## src/design/mpe_pkg.sv

```systemverilog
// Shared types, constants and helpers for the Mandelbrot pixel escape block.
// Used by mpe_regs and mandelbrot_pixel_escape_top; depends on nothing else.
package mpe_pkg;

  // Width of the internal plane values, and how a product operand is split.
  localparam int IW     = 40;
  localparam int HALF   = 20;
  localparam int BW     = 21;
  localparam int PPW    = IW + BW;
  localparam int PW     = 2 * IW;
  localparam int CFG_W  = 32;
  localparam int DIM_W  = 13;
  localparam int LIM_W  = 16;
  localparam int DIV_VW = 16;
  localparam int ADDR_W = 5;

  typedef logic signed [IW-1:0] inner_t;

  localparam inner_t SAT_HI = {1'b0, {(IW-1){1'b1}}};
  localparam inner_t SAT_LO = {1'b1, {(IW-1){1'b0}}};

  localparam logic [CFG_W-1:0] RST_REAL_MIN     = 32'hE000_0000;
  localparam logic [CFG_W-1:0] RST_REAL_MAX     = 32'h1000_0000;
  localparam logic [CFG_W-1:0] RST_IMAG_MIN     = 32'hE800_0000;
  localparam logic [CFG_W-1:0] RST_IMAG_MAX     = 32'h1800_0000;
  localparam logic [DIM_W-1:0] RST_IMAGE_WIDTH  = 13'd1024;
  localparam logic [DIM_W-1:0] RST_IMAGE_HEIGHT = 13'd768;
  localparam logic [LIM_W-1:0] RST_ITER_LIMIT   = 16'd256;

  typedef struct packed {
    logic signed [CFG_W-1:0] real_min;
    logic signed [CFG_W-1:0] real_max;
    logic signed [CFG_W-1:0] imag_min;
    logic signed [CFG_W-1:0] imag_max;
    logic [DIM_W-1:0]        image_width;
    logic [DIM_W-1:0]        image_height;
    logic [LIM_W-1:0]        iteration_limit;
  } cfg_t;

  typedef enum logic [2:0] {
    REG_REAL_MIN,
    REG_REAL_MAX,
    REG_IMAG_MIN,
    REG_IMAG_MAX,
    REG_IMAGE_WIDTH,
    REG_IMAGE_HEIGHT,
    REG_ITER_LIMIT
  } reg_idx_e;

  typedef enum logic [2:0] {
    ST_IDLE,
    ST_MAP_MUL,
    ST_MAP_DIV,
    ST_MAP_WAIT,
    ST_ITER,
    ST_SCALE,
    ST_SCALE_WAIT
  } state_e;

  // One iteration is eight steps, six of them passes over the shared multiplier.
  typedef enum logic [2:0] {
    STEP_RR_LO,
    STEP_RR_HI,
    STEP_II_LO,
    STEP_II_HI,
    STEP_RI_LO,
    STEP_RI_HI,
    STEP_RI_DONE,
    STEP_UPDATE
  } step_e;

  // Saturates a sum of a few plane values back to the inner width.
  function automatic inner_t sat_step(input logic signed [IW+1:0] v);
    logic signed [IW+1:0] hi;
    logic signed [IW+1:0] lo;
    hi = {2'b00, SAT_HI};
    lo = {2'b11, SAT_LO};
    if (v > hi) begin
      return SAT_HI;
    end else if (v < lo) begin
      return SAT_LO;
    end
    return v[IW-1:0];
  endfunction

endpackage

```

## src/design/mpe_regs.sv

```systemverilog
// Configuration register file with an APB-style write/read port.
// Depends on mpe_pkg for the register map, reset values and cfg_t.
module mpe_regs (
  input  logic                        clk_i,
  input  logic                        rst_ni,
  input  logic                        psel,
  input  logic                        penable,
  input  logic                        pwrite,
  input  logic [mpe_pkg::ADDR_W-1:0]  paddr,
  input  logic [mpe_pkg::CFG_W-1:0]   pwdata,
  output logic [mpe_pkg::CFG_W-1:0]   prdata,
  output logic                        pready,
  output mpe_pkg::cfg_t               cfg_o
);

  mpe_pkg::cfg_t    cfg_q;
  mpe_pkg::reg_idx_e idx;
  logic             wr_en;

  assign idx    = mpe_pkg::reg_idx_e'(paddr[mpe_pkg::ADDR_W-1:2]);
  assign wr_en  = psel & penable & pwrite;
  assign pready = 1'b1;
  assign cfg_o  = cfg_q;

  always_ff @(posedge clk_i or negedge rst_ni) begin
    if (!rst_ni) begin
      cfg_q.real_min        <= mpe_pkg::RST_REAL_MIN;
      cfg_q.real_max        <= mpe_pkg::RST_REAL_MAX;
      cfg_q.imag_min        <= mpe_pkg::RST_IMAG_MIN;
      cfg_q.imag_max        <= mpe_pkg::RST_IMAG_MAX;
      cfg_q.image_width     <= mpe_pkg::RST_IMAGE_WIDTH;
      cfg_q.image_height    <= mpe_pkg::RST_IMAGE_HEIGHT;
      cfg_q.iteration_limit <= mpe_pkg::RST_ITER_LIMIT;
    end else if (wr_en) begin
      case (idx)
        mpe_pkg::REG_REAL_MIN:     cfg_q.real_min        <= pwdata;
        mpe_pkg::REG_REAL_MAX:     cfg_q.real_max        <= pwdata;
        mpe_pkg::REG_IMAG_MIN:     cfg_q.imag_min        <= pwdata;
        mpe_pkg::REG_IMAG_MAX:     cfg_q.imag_max        <= pwdata;
        mpe_pkg::REG_IMAGE_WIDTH:  cfg_q.image_width     <= pwdata[mpe_pkg::DIM_W-1:0];
        mpe_pkg::REG_IMAGE_HEIGHT: cfg_q.image_height    <= pwdata[mpe_pkg::DIM_W-1:0];
        mpe_pkg::REG_ITER_LIMIT:   cfg_q.iteration_limit <= pwdata[mpe_pkg::LIM_W-1:0];
        default: ;
      endcase
    end
  end

  always_comb begin
    case (idx)
      mpe_pkg::REG_REAL_MIN:     prdata = cfg_q.real_min;
      mpe_pkg::REG_REAL_MAX:     prdata = cfg_q.real_max;
      mpe_pkg::REG_IMAG_MIN:     prdata = cfg_q.imag_min;
      mpe_pkg::REG_IMAG_MAX:     prdata = cfg_q.imag_max;
      mpe_pkg::REG_IMAGE_WIDTH:
        prdata = {{(mpe_pkg::CFG_W-mpe_pkg::DIM_W){1'b0}}, cfg_q.image_width};
      mpe_pkg::REG_IMAGE_HEIGHT:
        prdata = {{(mpe_pkg::CFG_W-mpe_pkg::DIM_W){1'b0}}, cfg_q.image_height};
      mpe_pkg::REG_ITER_LIMIT:
        prdata = {{(mpe_pkg::CFG_W-mpe_pkg::LIM_W){1'b0}}, cfg_q.iteration_limit};
      default:                   prdata = '0;
    endcase
  end

endmodule

```

## src/design/mpe_mul.sv

```systemverilog
// Shared signed multiplier with a registered product.
// Stand-alone; the sequencer in the top level feeds it one operand pair per beat while en_i is high.
module mpe_mul #(
  parameter int AW = 40,
  parameter int BW = 21
) (
  input  logic                     clk_i,
  input  logic                     en_i,
  input  logic signed [AW-1:0]     a_i,
  input  logic signed [BW-1:0]     b_i,
  output logic signed [AW+BW-1:0]  p_o
);

  logic signed [AW+BW-1:0] p_q;

  always_ff @(posedge clk_i) begin
    if (en_i) begin
      p_q <= a_i * b_i;
    end
  end

  assign p_o = p_q;

endmodule

```

## src/design/mpe_div.sv

```systemverilog
// Restoring unsigned divider, one quotient bit per cycle.
// Stand-alone; used for both the view mapping and the grey-level scaling.
module mpe_div #(
  parameter int DW = 45,
  parameter int VW = 16
) (
  input  logic          clk_i,
  input  logic          rst_ni,
  input  logic          start_i,
  input  logic [DW-1:0] dividend_i,
  input  logic [VW-1:0] divisor_i,
  output logic          done_o,
  output logic [DW-1:0] quotient_o
);

  localparam int CNTW = $clog2(DW + 1);

  logic            busy_q;
  logic            done_q;
  logic [CNTW-1:0] cnt_q;
  logic [DW-1:0]   quo_q;
  logic [VW-1:0]   rem_q;
  logic [VW-1:0]   den_q;
  logic [VW:0]     trial;
  logic [VW:0]     diff;
  logic            fits;

  assign trial = {rem_q, quo_q[DW-1]};
  assign diff  = trial - {1'b0, den_q};
  assign fits  = (trial >= {1'b0, den_q});

  always_ff @(posedge clk_i or negedge rst_ni) begin
    if (!rst_ni) begin
      busy_q <= 1'b0;
      done_q <= 1'b0;
      cnt_q  <= '0;
    end else if (start_i) begin
      busy_q <= 1'b1;
      done_q <= 1'b0;
      cnt_q  <= CNTW'(DW);
    end else if (busy_q) begin
      cnt_q <= cnt_q - CNTW'(1);
      if (cnt_q == CNTW'(1)) begin
        busy_q <= 1'b0;
        done_q <= 1'b1;
      end
    end else begin
      done_q <= 1'b0;
    end
  end

  always_ff @(posedge clk_i) begin
    if (start_i) begin
      quo_q <= dividend_i;
      rem_q <= '0;
      den_q <= divisor_i;
    end else if (busy_q) begin
      quo_q <= {quo_q[DW-2:0], fits};
      rem_q <= fits ? diff[VW-1:0] : trial[VW-1:0];
    end
  end

  assign done_o     = done_q;
  assign quotient_o = quo_q;

endmodule

```

## src/design/mandelbrot_pixel_escape_top.sv

```systemverilog
// Top level of the Mandelbrot escape-time pixel block: sequencer and datapath.
// Depends on mpe_pkg, mpe_regs, mpe_mul and mpe_div.
//
// Usage: the view (real/imaginary edges in signed fixed point), the image size
// and the iteration limit are set through the APB-style port; a write lands at
// the access beat, and reads return the stored value. pready is always high.
// A pixel beat is taken on a rising edge with start high and busy low. The
// block then holds busy high while it maps the pixel into the plane, iterates
// z = z*z + c and scales the escape count. The grey level appears on
// grey_level_o, flagged by done_o for exactly one cycle; busy is low in that
// same cycle, so the next pixel can already be started. The receiver cannot
// stall the result, and none is needed: the result sits in an output register.
//
// Datapath, with DW = DIM_BITS + 33 (45 by default): each axis is mapped with
// one product and a run of the shared divider on a DW-bit dividend, every
// iteration squares and cross-multiplies z on the shared 40 x 21 multiplier,
// and the final scaling takes another divider run for an escaping pixel; a
// pixel that reaches the limit skips it. One pixel is in flight at a time.
// Reset loads the documented default view and clears the sequencer to idle.
module mandelbrot_pixel_escape_top #(
  parameter int FRAC_BITS = 28,
  parameter int DIM_BITS  = 12
) (
  input  logic                        clk_i,
  input  logic                        rst_ni,
  input  logic                        psel,
  input  logic                        penable,
  input  logic                        pwrite,
  input  logic [mpe_pkg::ADDR_W-1:0]  paddr,
  input  logic [mpe_pkg::CFG_W-1:0]   pwdata,
  output logic [mpe_pkg::CFG_W-1:0]   prdata,
  output logic                        pready,
  input  logic                        start,
  output logic                        busy,
  input  logic [DIM_BITS-1:0]         pixel_col_i,
  input  logic [DIM_BITS-1:0]         pixel_row_i,
  output logic                        done_o,
  output logic [7:0]                  grey_level_o
);

  localparam int IW  = mpe_pkg::IW;
  localparam int PPW = mpe_pkg::PPW;
  localparam int PW  = mpe_pkg::PW;
  // Magnitude of pixel index times a 33-bit span.
  localparam int ND  = DIM_BITS + 33;
  localparam int DW  = (ND > 24) ? ND : 24;
  localparam int MW  = (DW + 2 > 42) ? DW + 2 : 42;
  localparam int CW  = (FRAC_BITS + 4 > 42) ? FRAC_BITS + 4 : 42;

  localparam logic signed [CW-1:0] FOUR =
    {{(CW-FRAC_BITS-3){1'b0}}, 3'b100, {FRAC_BITS{1'b0}}};

  mpe_pkg::cfg_t cfg;

  mpe_regs u_regs (
    .clk_i   (clk_i),
    .rst_ni  (rst_ni),
    .psel    (psel),
    .penable (penable),
    .pwrite  (pwrite),
    .paddr   (paddr),
    .pwdata  (pwdata),
    .prdata  (prdata),
    .pready  (pready),
    .cfg_o   (cfg)
  );

  // Sequencer state.
  mpe_pkg::state_e state_q, state_d;
  mpe_pkg::step_e  step_q, step_d;
  logic            axis_q, axis_d;

  // Datapath registers.
  logic [DIM_BITS-1:0]         col_q, col_d, row_q, row_d;
  mpe_pkg::inner_t             cr_q, cr_d, ci_q, ci_d;
  mpe_pkg::inner_t             zr_q, zr_d, zi_q, zi_d;
  mpe_pkg::inner_t             rr_q, rr_d, ii_q, ii_d, ri_q, ri_d;
  logic signed [PW-1:0]        acc_q, acc_d;
  logic [mpe_pkg::LIM_W-1:0]   count_q, count_d;
  logic [7:0]                  grey_q, grey_d;
  logic                        done_q, done_d;
  logic                        neg_q, neg_d;

  // Shared units.
  logic                        mul_en;
  logic signed [IW-1:0]        mul_a;
  logic signed [mpe_pkg::BW-1:0] mul_b;
  logic signed [PPW-1:0]       pp;
  logic                        div_start;
  logic [DW-1:0]               div_a;
  logic [mpe_pkg::DIV_VW-1:0]  div_b;
  logic                        div_done;
  logic [DW-1:0]               div_q;

  mpe_mul #(
    .AW (IW),
    .BW (mpe_pkg::BW)
  ) u_mul (
    .clk_i (clk_i),
    .en_i  (mul_en),
    .a_i   (mul_a),
    .b_i   (mul_b),
    .p_o   (pp)
  );

  mpe_div #(
    .DW (DW),
    .VW (mpe_pkg::DIV_VW)
  ) u_div (
    .clk_i      (clk_i),
    .rst_ni     (rst_ni),
    .start_i    (div_start),
    .dividend_i (div_a),
    .divisor_i  (div_b),
    .done_o     (div_done),
    .quotient_o (div_q)
  );

  // Helper values.
  logic                        accept;
  logic                        at_limit;
  logic signed [32:0]          span;
  logic [PPW-1:0]              pp_mag;
  logic [23:0]                 scaled;
  logic [mpe_pkg::DIM_W-1:0]   dim_sel;
  logic signed [PW-1:0]        prod_full;
  logic signed [PW-1:0]        prod_sh;
  logic signed [PW-1:0]        prod_hi, prod_lo;
  mpe_pkg::inner_t             prod_sat;
  logic signed [MW-1:0]        map_q, map_lo, map_sum, map_hi_b, map_lo_b;
  mpe_pkg::inner_t             map_c;
  logic signed [CW-1:0]        esc_sum;
  logic                        escaped;

  assign busy     = (state_q != mpe_pkg::ST_IDLE);
  assign accept   = start & ~busy;
  assign at_limit = (count_q >= cfg.iteration_limit);

  // Span of the axis being mapped, exact in 33 bits.
  always_comb begin
    if (axis_q) begin
      span = {cfg.imag_max[31], cfg.imag_max} - {cfg.imag_min[31], cfg.imag_min};
    end else begin
      span = {cfg.real_max[31], cfg.real_max} - {cfg.real_min[31], cfg.real_min};
    end
  end

  assign pp_mag  = pp[PPW-1] ? PPW'(-pp) : pp;
  assign scaled  = {count_q, 8'h00} - {8'h00, count_q};
  assign dim_sel = axis_q ? cfg.image_height : cfg.image_width;

  // Finish a product: combine the two partial products, floor-shift, saturate.
  assign prod_full = acc_q + ({{(PW-PPW){pp[PPW-1]}}, pp} <<< mpe_pkg::HALF);
  assign prod_sh   = prod_full >>> FRAC_BITS;
  assign prod_hi   = {{(PW-IW){1'b0}}, mpe_pkg::SAT_HI};
  assign prod_lo   = {{(PW-IW){1'b1}}, mpe_pkg::SAT_LO};

  always_comb begin
    if (prod_sh > prod_hi) begin
      prod_sat = mpe_pkg::SAT_HI;
    end else if (prod_sh < prod_lo) begin
      prod_sat = mpe_pkg::SAT_LO;
    end else begin
      prod_sat = prod_sh[IW-1:0];
    end
  end

  // Map result: edge plus signed truncated quotient, saturated.
  assign map_q    = neg_q ? -{{(MW-DW){1'b0}}, div_q} : {{(MW-DW){1'b0}}, div_q};
  assign map_lo   = axis_q ? {{(MW-32){cfg.imag_min[31]}}, cfg.imag_min}
                           : {{(MW-32){cfg.real_min[31]}}, cfg.real_min};
  assign map_sum  = map_lo + map_q;
  assign map_hi_b = {{(MW-IW){1'b0}}, mpe_pkg::SAT_HI};
  assign map_lo_b = {{(MW-IW){1'b1}}, mpe_pkg::SAT_LO};

  always_comb begin
    if (map_sum > map_hi_b) begin
      map_c = mpe_pkg::SAT_HI;
    end else if (map_sum < map_lo_b) begin
      map_c = mpe_pkg::SAT_LO;
    end else begin
      map_c = map_sum[IW-1:0];
    end
  end

  // Escape test on the squares of the current z.
  assign esc_sum = {{(CW-IW){rr_q[IW-1]}}, rr_q} + {{(CW-IW){ii_q[IW-1]}}, ii_q};
  assign escaped = (esc_sum >= FOUR);

  // Next state.
  always_comb begin
    state_d = state_q;
    step_d  = step_q;
    axis_d  = axis_q;
    case (state_q)
      mpe_pkg::ST_IDLE: begin
        if (accept) begin
          state_d = mpe_pkg::ST_MAP_MUL;
          axis_d  = 1'b0;
        end
      end
      mpe_pkg::ST_MAP_MUL: state_d = mpe_pkg::ST_MAP_DIV;
      mpe_pkg::ST_MAP_DIV: state_d = mpe_pkg::ST_MAP_WAIT;
      mpe_pkg::ST_MAP_WAIT: begin
        if (div_done) begin
          if (!axis_q) begin
            axis_d  = 1'b1;
            state_d = mpe_pkg::ST_MAP_MUL;
          end else begin
            state_d = mpe_pkg::ST_ITER;
            step_d  = mpe_pkg::STEP_RR_LO;
          end
        end
      end
      mpe_pkg::ST_ITER: begin
        case (step_q)
          mpe_pkg::STEP_RR_LO: begin
            if (at_limit) begin
              state_d = mpe_pkg::ST_SCALE;
            end else begin
              step_d = mpe_pkg::STEP_RR_HI;
            end
          end
          mpe_pkg::STEP_RI_HI: begin
            if (escaped) begin
              state_d = mpe_pkg::ST_SCALE;
            end else begin
              step_d = mpe_pkg::STEP_RI_DONE;
            end
          end
          mpe_pkg::STEP_UPDATE: step_d = mpe_pkg::STEP_RR_LO;
          default:              step_d = mpe_pkg::step_e'(step_q + 3'd1);
        endcase
      end
      mpe_pkg::ST_SCALE: begin
        state_d = at_limit ? mpe_pkg::ST_IDLE : mpe_pkg::ST_SCALE_WAIT;
      end
      mpe_pkg::ST_SCALE_WAIT: begin
        if (div_done) begin
          state_d = mpe_pkg::ST_IDLE;
        end
      end
      default: state_d = mpe_pkg::ST_IDLE;
    endcase
  end

  // Control outputs to the shared units.
  always_comb begin
    mul_en    = 1'b0;
    mul_a     = '0;
    mul_b     = '0;
    div_start = 1'b0;
    div_a     = '0;
    div_b     = '0;
    case (state_q)
      mpe_pkg::ST_MAP_MUL: begin
        mul_en = 1'b1;
        mul_a  = {{(IW-33){span[32]}}, span};
        mul_b  = {{(mpe_pkg::BW-DIM_BITS){1'b0}}, (axis_q ? row_q : col_q)};
      end
      mpe_pkg::ST_MAP_DIV: begin
        div_start = 1'b1;
        div_a     = pp_mag[DW-1:0];
        // A zero image size divides by one.
        div_b     = (dim_sel == '0) ? mpe_pkg::DIV_VW'(1)
                                    : {{(mpe_pkg::DIV_VW-mpe_pkg::DIM_W){1'b0}}, dim_sel};
      end
      mpe_pkg::ST_ITER: begin
        mul_en = 1'b1;
        case (step_q)
          mpe_pkg::STEP_RR_LO: begin
            mul_a = zr_q;
            mul_b = {1'b0, zr_q[mpe_pkg::HALF-1:0]};
          end
          mpe_pkg::STEP_RR_HI: begin
            mul_a = zr_q;
            mul_b = {zr_q[IW-1], zr_q[IW-1:mpe_pkg::HALF]};
          end
          mpe_pkg::STEP_II_LO: begin
            mul_a = zi_q;
            mul_b = {1'b0, zi_q[mpe_pkg::HALF-1:0]};
          end
          mpe_pkg::STEP_II_HI: begin
            mul_a = zi_q;
            mul_b = {zi_q[IW-1], zi_q[IW-1:mpe_pkg::HALF]};
          end
          mpe_pkg::STEP_RI_LO: begin
            mul_a = zr_q;
            mul_b = {1'b0, zi_q[mpe_pkg::HALF-1:0]};
          end
          mpe_pkg::STEP_RI_HI: begin
            mul_a = zr_q;
            mul_b = {zi_q[IW-1], zi_q[IW-1:mpe_pkg::HALF]};
          end
          default: mul_en = 1'b0;
        endcase
      end
      mpe_pkg::ST_SCALE: begin
        div_start = ~at_limit;
        div_a     = {{(DW-24){1'b0}}, scaled};
        div_b     = cfg.iteration_limit;
      end
      default: ;
    endcase
  end

  // Datapath next values.
  always_comb begin
    col_d   = col_q;
    row_d   = row_q;
    cr_d    = cr_q;
    ci_d    = ci_q;
    zr_d    = zr_q;
    zi_d    = zi_q;
    rr_d    = rr_q;
    ii_d    = ii_q;
    ri_d    = ri_q;
    acc_d   = acc_q;
    count_d = count_q;
    grey_d  = grey_q;
    neg_d   = neg_q;
    done_d  = 1'b0;
    case (state_q)
      mpe_pkg::ST_IDLE: begin
        if (accept) begin
          col_d = pixel_col_i;
          row_d = pixel_row_i;
        end
      end
      mpe_pkg::ST_MAP_DIV: neg_d = pp[PPW-1];
      mpe_pkg::ST_MAP_WAIT: begin
        if (div_done) begin
          if (!axis_q) begin
            cr_d = map_c;
          end else begin
            ci_d    = map_c;
            zr_d    = '0;
            zi_d    = '0;
            count_d = '0;
          end
        end
      end
      mpe_pkg::ST_ITER: begin
        case (step_q)
          mpe_pkg::STEP_RR_HI,
          mpe_pkg::STEP_II_HI,
          mpe_pkg::STEP_RI_HI:   acc_d = {{(PW-PPW){pp[PPW-1]}}, pp};
          mpe_pkg::STEP_II_LO:   rr_d  = prod_sat;
          mpe_pkg::STEP_RI_LO:   ii_d  = prod_sat;
          mpe_pkg::STEP_RI_DONE: ri_d  = prod_sat;
          mpe_pkg::STEP_UPDATE: begin
            zr_d = mpe_pkg::sat_step({{2{rr_q[IW-1]}}, rr_q} - {{2{ii_q[IW-1]}}, ii_q}
                                     + {{2{cr_q[IW-1]}}, cr_q});
            zi_d = mpe_pkg::sat_step({ri_q[IW-1], ri_q, 1'b0} + {{2{ci_q[IW-1]}}, ci_q});
            count_d = count_q + mpe_pkg::LIM_W'(1);
          end
          default: ;
        endcase
      end
      mpe_pkg::ST_SCALE: begin
        // A point that never escaped is black.
        if (at_limit) begin
          grey_d = '0;
          done_d = 1'b1;
        end
      end
      mpe_pkg::ST_SCALE_WAIT: begin
        if (div_done) begin
          grey_d = div_q[7:0];
          done_d = 1'b1;
        end
      end
      default: ;
    endcase
  end

  always_ff @(posedge clk_i or negedge rst_ni) begin
    if (!rst_ni) begin
      state_q <= mpe_pkg::ST_IDLE;
      step_q  <= mpe_pkg::STEP_RR_LO;
      axis_q  <= 1'b0;
      done_q  <= 1'b0;
    end else begin
      state_q <= state_d;
      step_q  <= step_d;
      axis_q  <= axis_d;
      done_q  <= done_d;
    end
  end

  always_ff @(posedge clk_i) begin
    col_q   <= col_d;
    row_q   <= row_d;
    cr_q    <= cr_d;
    ci_q    <= ci_d;
    zr_q    <= zr_d;
    zi_q    <= zi_d;
    rr_q    <= rr_d;
    ii_q    <= ii_d;
    ri_q    <= ri_d;
    acc_q   <= acc_d;
    count_q <= count_d;
    grey_q  <= grey_d;
    neg_q   <= neg_d;
  end

  assign done_o       = done_q;
  assign grey_level_o = grey_q;

endmodule

```

## config.mk

```make
export PLATFORM = sky130hd
export DESIGN_NAME = mandelbrot_pixel_escape_top
export DESIGN_NICKNAME = d
export VERILOG_FILES = /design/src/design/mpe_pkg.sv /design/src/design/mpe_regs.sv /design/src/design/mpe_mul.sv /design/src/design/mpe_div.sv /design/src/design/mandelbrot_pixel_escape_top.sv
export SDC_FILE = /design/constraint.sdc
export NUM_CORES = 2
export LEC_CHECK = 0
export BUFFER_PORTS_ARGS = -buffer_cell sky130_fd_sc_hd__buf_4
export CORE_ASPECT_RATIO = 0.9
export CORE_MARGIN = 2
export CORE_UTILIZATION = 65
export CTS_CLUSTER_SIZE = 30
export DETAILED_ROUTE_END_ITERATION = 10
export PLACE_DENSITY = 0.92
export SLEW_MARGIN = 20
export SYNTH_ARGS = -nofsm -noshare
export SYNTH_HDL_FRONTEND = slang
export SYNTH_SLANG_ARGS = --single-unit
export TNS_END_PERCENT = 10
```

## constraint.sdc

```tcl
create_clock -name clk_i -period 10.9 [get_ports clk_i]
set_input_delay 2.725 -clock clk_i [delete_from_list [all_inputs] [get_ports clk_i]]
set_output_delay 2.725 -clock clk_i [all_outputs]
set_load 0.02 [all_outputs]
```

==> run metrics <==
Mapped Avg Cell Area=9.14 um^2; Crit-path slowest cell=fa_1; hold_buf cts=0; Iter 0 DRT Violations=between 8000 and 9000; largest net degree at the start of global routing=between 100 and 150; ANT nets after route=0; worst-skew pair later-pin latency=0.67 ns; # setup viols final=0; number of synthesized flops with an enable pin=492; H-tree Lvls=3; number of distinct library cells after synthesis=~100; sw frac=40.6%; Pleak=39.7 nW; syn nets=around 10000; Initial Util=between 60% and 70%; CP Capture Type=register; Pwr per Cell Area=around 120 nW/um^2; post-detail-place hpwl=just over 200000 um; CTS clk-pin slew, worst paths=0.06 ns; worst-margin pin slew=~1.4 ns; final WL=approximately 260000 um; maximum VDD drop=between 0.15 and 0.2 mV; minimum clock period after layout=around 11 ns; CTS tree=yes; Final Net Count=roughly 10000; first-pass GRT wire length=387000 um; Gate power share=between 30% and 40%; share of cells above drive strength 1=10.0%; TritonCTS Sinks=694; status=finished, final reports clean; Die ar.=121000 um^2; worst-path maximum fanout=8; Core Area=117000 um^2; Final Cycle Share=between 90% and 100%; clock tree buffer depth=3; fin. max-slew vios=0; vias in the first global route=approximately 66000; grt ovf=0; IO Pins=between 100 and 150; max_slew headroom=between 6 and 7%; Fin. Hold Viols=0; Final WS setup=0.232 ns; most common cell after layout, fill and taps aside=inv_1; Clock Tree Root=clkbuf_16; # DRC=0; Pre-Repair DR Iteration Count=10; Hold Crit Class=register to register; Sequential Power Share=36.5%; commonest cells after routing, fill and taps aside=inv_1, nand2_1, fa_1; most used cell, CP=fa_1; row count=~120; RePlAce Congestion=between 1 and 1.5; via count=65740; crit start category=register; post-synthesis async set-or-reset flop share=a little over a quarter; Mapped Area=roughly 77000 um^2; sequential fraction of the synthesis area=between 20 and 30%; PortBufs=about 110; cts bufs inserted=76; number of max-cap violations=0; Avg WL per Cell=25.1 um; Critical Path AT=11.07 ns; initial antenna violation count=11; Yosys reg bits=~700; DP Worst Slack=-0.107 ns; Tot GR Track Use=a little over two fifths; Clk network pwr share=about a quarter; Int Pwr=0.00617 W; overall die height=between 300 and 400 um; Psw=around 0.0042 W; Via density=around 6.4; WS Path Type=register to register; Max stage delay on crit path=about 0.59 ns; gate count after technology mapping=about 8400; r2r setup slk=0.23 ns; synth-to-layout area growth=9.66%; Required @ worst endpoint=about 11 ns; Main synth FF type=edfxtp_1; setup TNS=0 ns; highest clock rate=approximately 0.094 GHz; clock skew=approximately 0.041 ns; YS warnings=0; die width=approximately 370 um
-- timing repair --
item,4_1_cts,5_1_grt
pin swaps,0,18
buffers inserted,0,6
resized for setup,7,51
setup endpoints to repair,4,20
-- registers in the layout, indices dropped and copies added, names as in the netlist, 40 cells and up --
name and cells:
ci_q 40, zr_q 40, rr_q 40, u_regs.cfg_o 170, acc_q 41, ri_q 40
u_div.quotient_o 45, cr_q 40, u_mul.p_o 61, ii_q 40, zi_q 40
-- kinds of logic after synthesis --
logic type	Yosys count	synth area share, %
simple gates	2180	12.9
compound gates	1861	15.4
buf+inv	1770	8.66
fa+ha+maj	1357	30.5
flops	694	25.7
xor+xnor	394	4.48
mux	164	2.34
other cells	1	0.00487
-- routing by layer --
metal	wire [um]	part of all wire, %	track usage [%]
met5	0	0	0
met4	22300	8.7	30.1
met3	34000	13	12.1
met2	110000	43	62.4
met1	90900	35	53.8
-- Yosys cell counts (all sizes together) (16+ instances only) --
master | n | area (um^2)
a2111oi | 17 | 161
a21boi | 25 | 188
mux2 | 96 | 1080
o31ai | 50 | 394
nand3 | 107 | 536
dfxtp | 16 | 320
o22ai | 41 | 257
o41ai | 19 | 181
o21ai | 523 | 2620
o21bai | 92 | 691
edfxtp | 492 | 14800
and3 | 45 | 282
a22o | 26 | 228
a31oi | 40 | 250
nand4 | 80 | 500
a221oi | 21 | 184
buf | 31 | 136
nand2b | 45 | 289
a21o | 214 | 1610
a22oi | 81 | 608
dfrtp | 172 | 4300
o211ai | 34 | 255
fa | 866 | 17300
nand2 | 961 | 3610
mux2i | 65 | 651
nor2 | 479 | 1800
or3 | 50 | 323
and2 | 145 | 907
xnor2 | 247 | 2160
nor4 | 34 | 213
a211oi | 55 | 418
a21oi | 440 | 2200
o21a | 53 | 398
nor2b | 58 | 363
inv | 1391 | 5220
ha | 491 | 6140
clkbuf | 345 | 1300
nor3 | 87 | 435
xor2 | 147 | 1290
or2 | 25 | 159
-- cell type report --
| type | instances | area (um^2) |
|---|---|---|
| clock inverters | 44 | 384 |
| repair buffers | 480 | 3830 |
| flip-flops and latches | 694 | 19800 |
| diodes | 2 | 5.00 |
| inverters | 1394 | 5230 |
| well taps | 1573 | 1970 |
| multi-input cells | 5957 | 51200 |
| clock buffers | 95 | 2070 |
| fillers | 8384 | 32800 |
-- final timing paths --
| kind | startpoint | to | cells after the start |
|---|---|---|---|
| max reg2reg | u_regs.cfg_o[48] | u_mul.p_o[60] | 39 |
| min | u_mul.p_o[52] | acc_q[52] | 0 |
| max | u_regs.cfg_o[48] | u_mul.p_o[60] | 39 |
| max in group asynchronous | rst_ni | u_regs.cfg_o[128] | 3 |
| min in group asynchronous | rst_ni | u_div.cnt_q[0] | 1 |
| min reg2reg | u_mul.p_o[52] | acc_q[52] | 0 |
-- through the flow --
step           instances  hold WS [ns]  instance area (um^2)  utilization [%]  power, W
2_1_floorplan       8421         0.431                 77000                -   0.00596
3_3_place_gp       10089         0.449                 81600             69.6   0.00743
3_5_place_dp       10089         0.452                 81600             69.6   0.00753
4_1_cts            10228         0.473                 84100             71.8    0.0101
5_1_grt            10237         0.488                 84400             72.0    0.0107
6_report           10239         0.474                 84400             72.0    0.0104
-- power groups by stage --
stage,Clock (W),Sequential (W),Combinational [W]
3_3_place_gp,0,0.00379,0.00364
2_1_floorplan,0,0.00359,0.00237
4_1_cts,0.00260,0.00376,0.00375
5_1_grt,0.00269,0.00380,0.00418
6_report,0.00261,0.00379,0.00399
3_5_place_dp,0,0.00380,0.00372
-- critical path: cells and delay by family, from the launching register on --
| family | cells | cell delay (ns) |
|---|---|---|
| flops | 1 | 0.40 |
| xor+xnor | 2 | 0.27 |
| simple gates | 8 | 1.68 |
| fa+ha+maj | 9 | 4.34 |
| compound gates | 11 | 2.55 |
| buf+inv | 9 | 1.14 |
(Power assumes the default switching activity.)
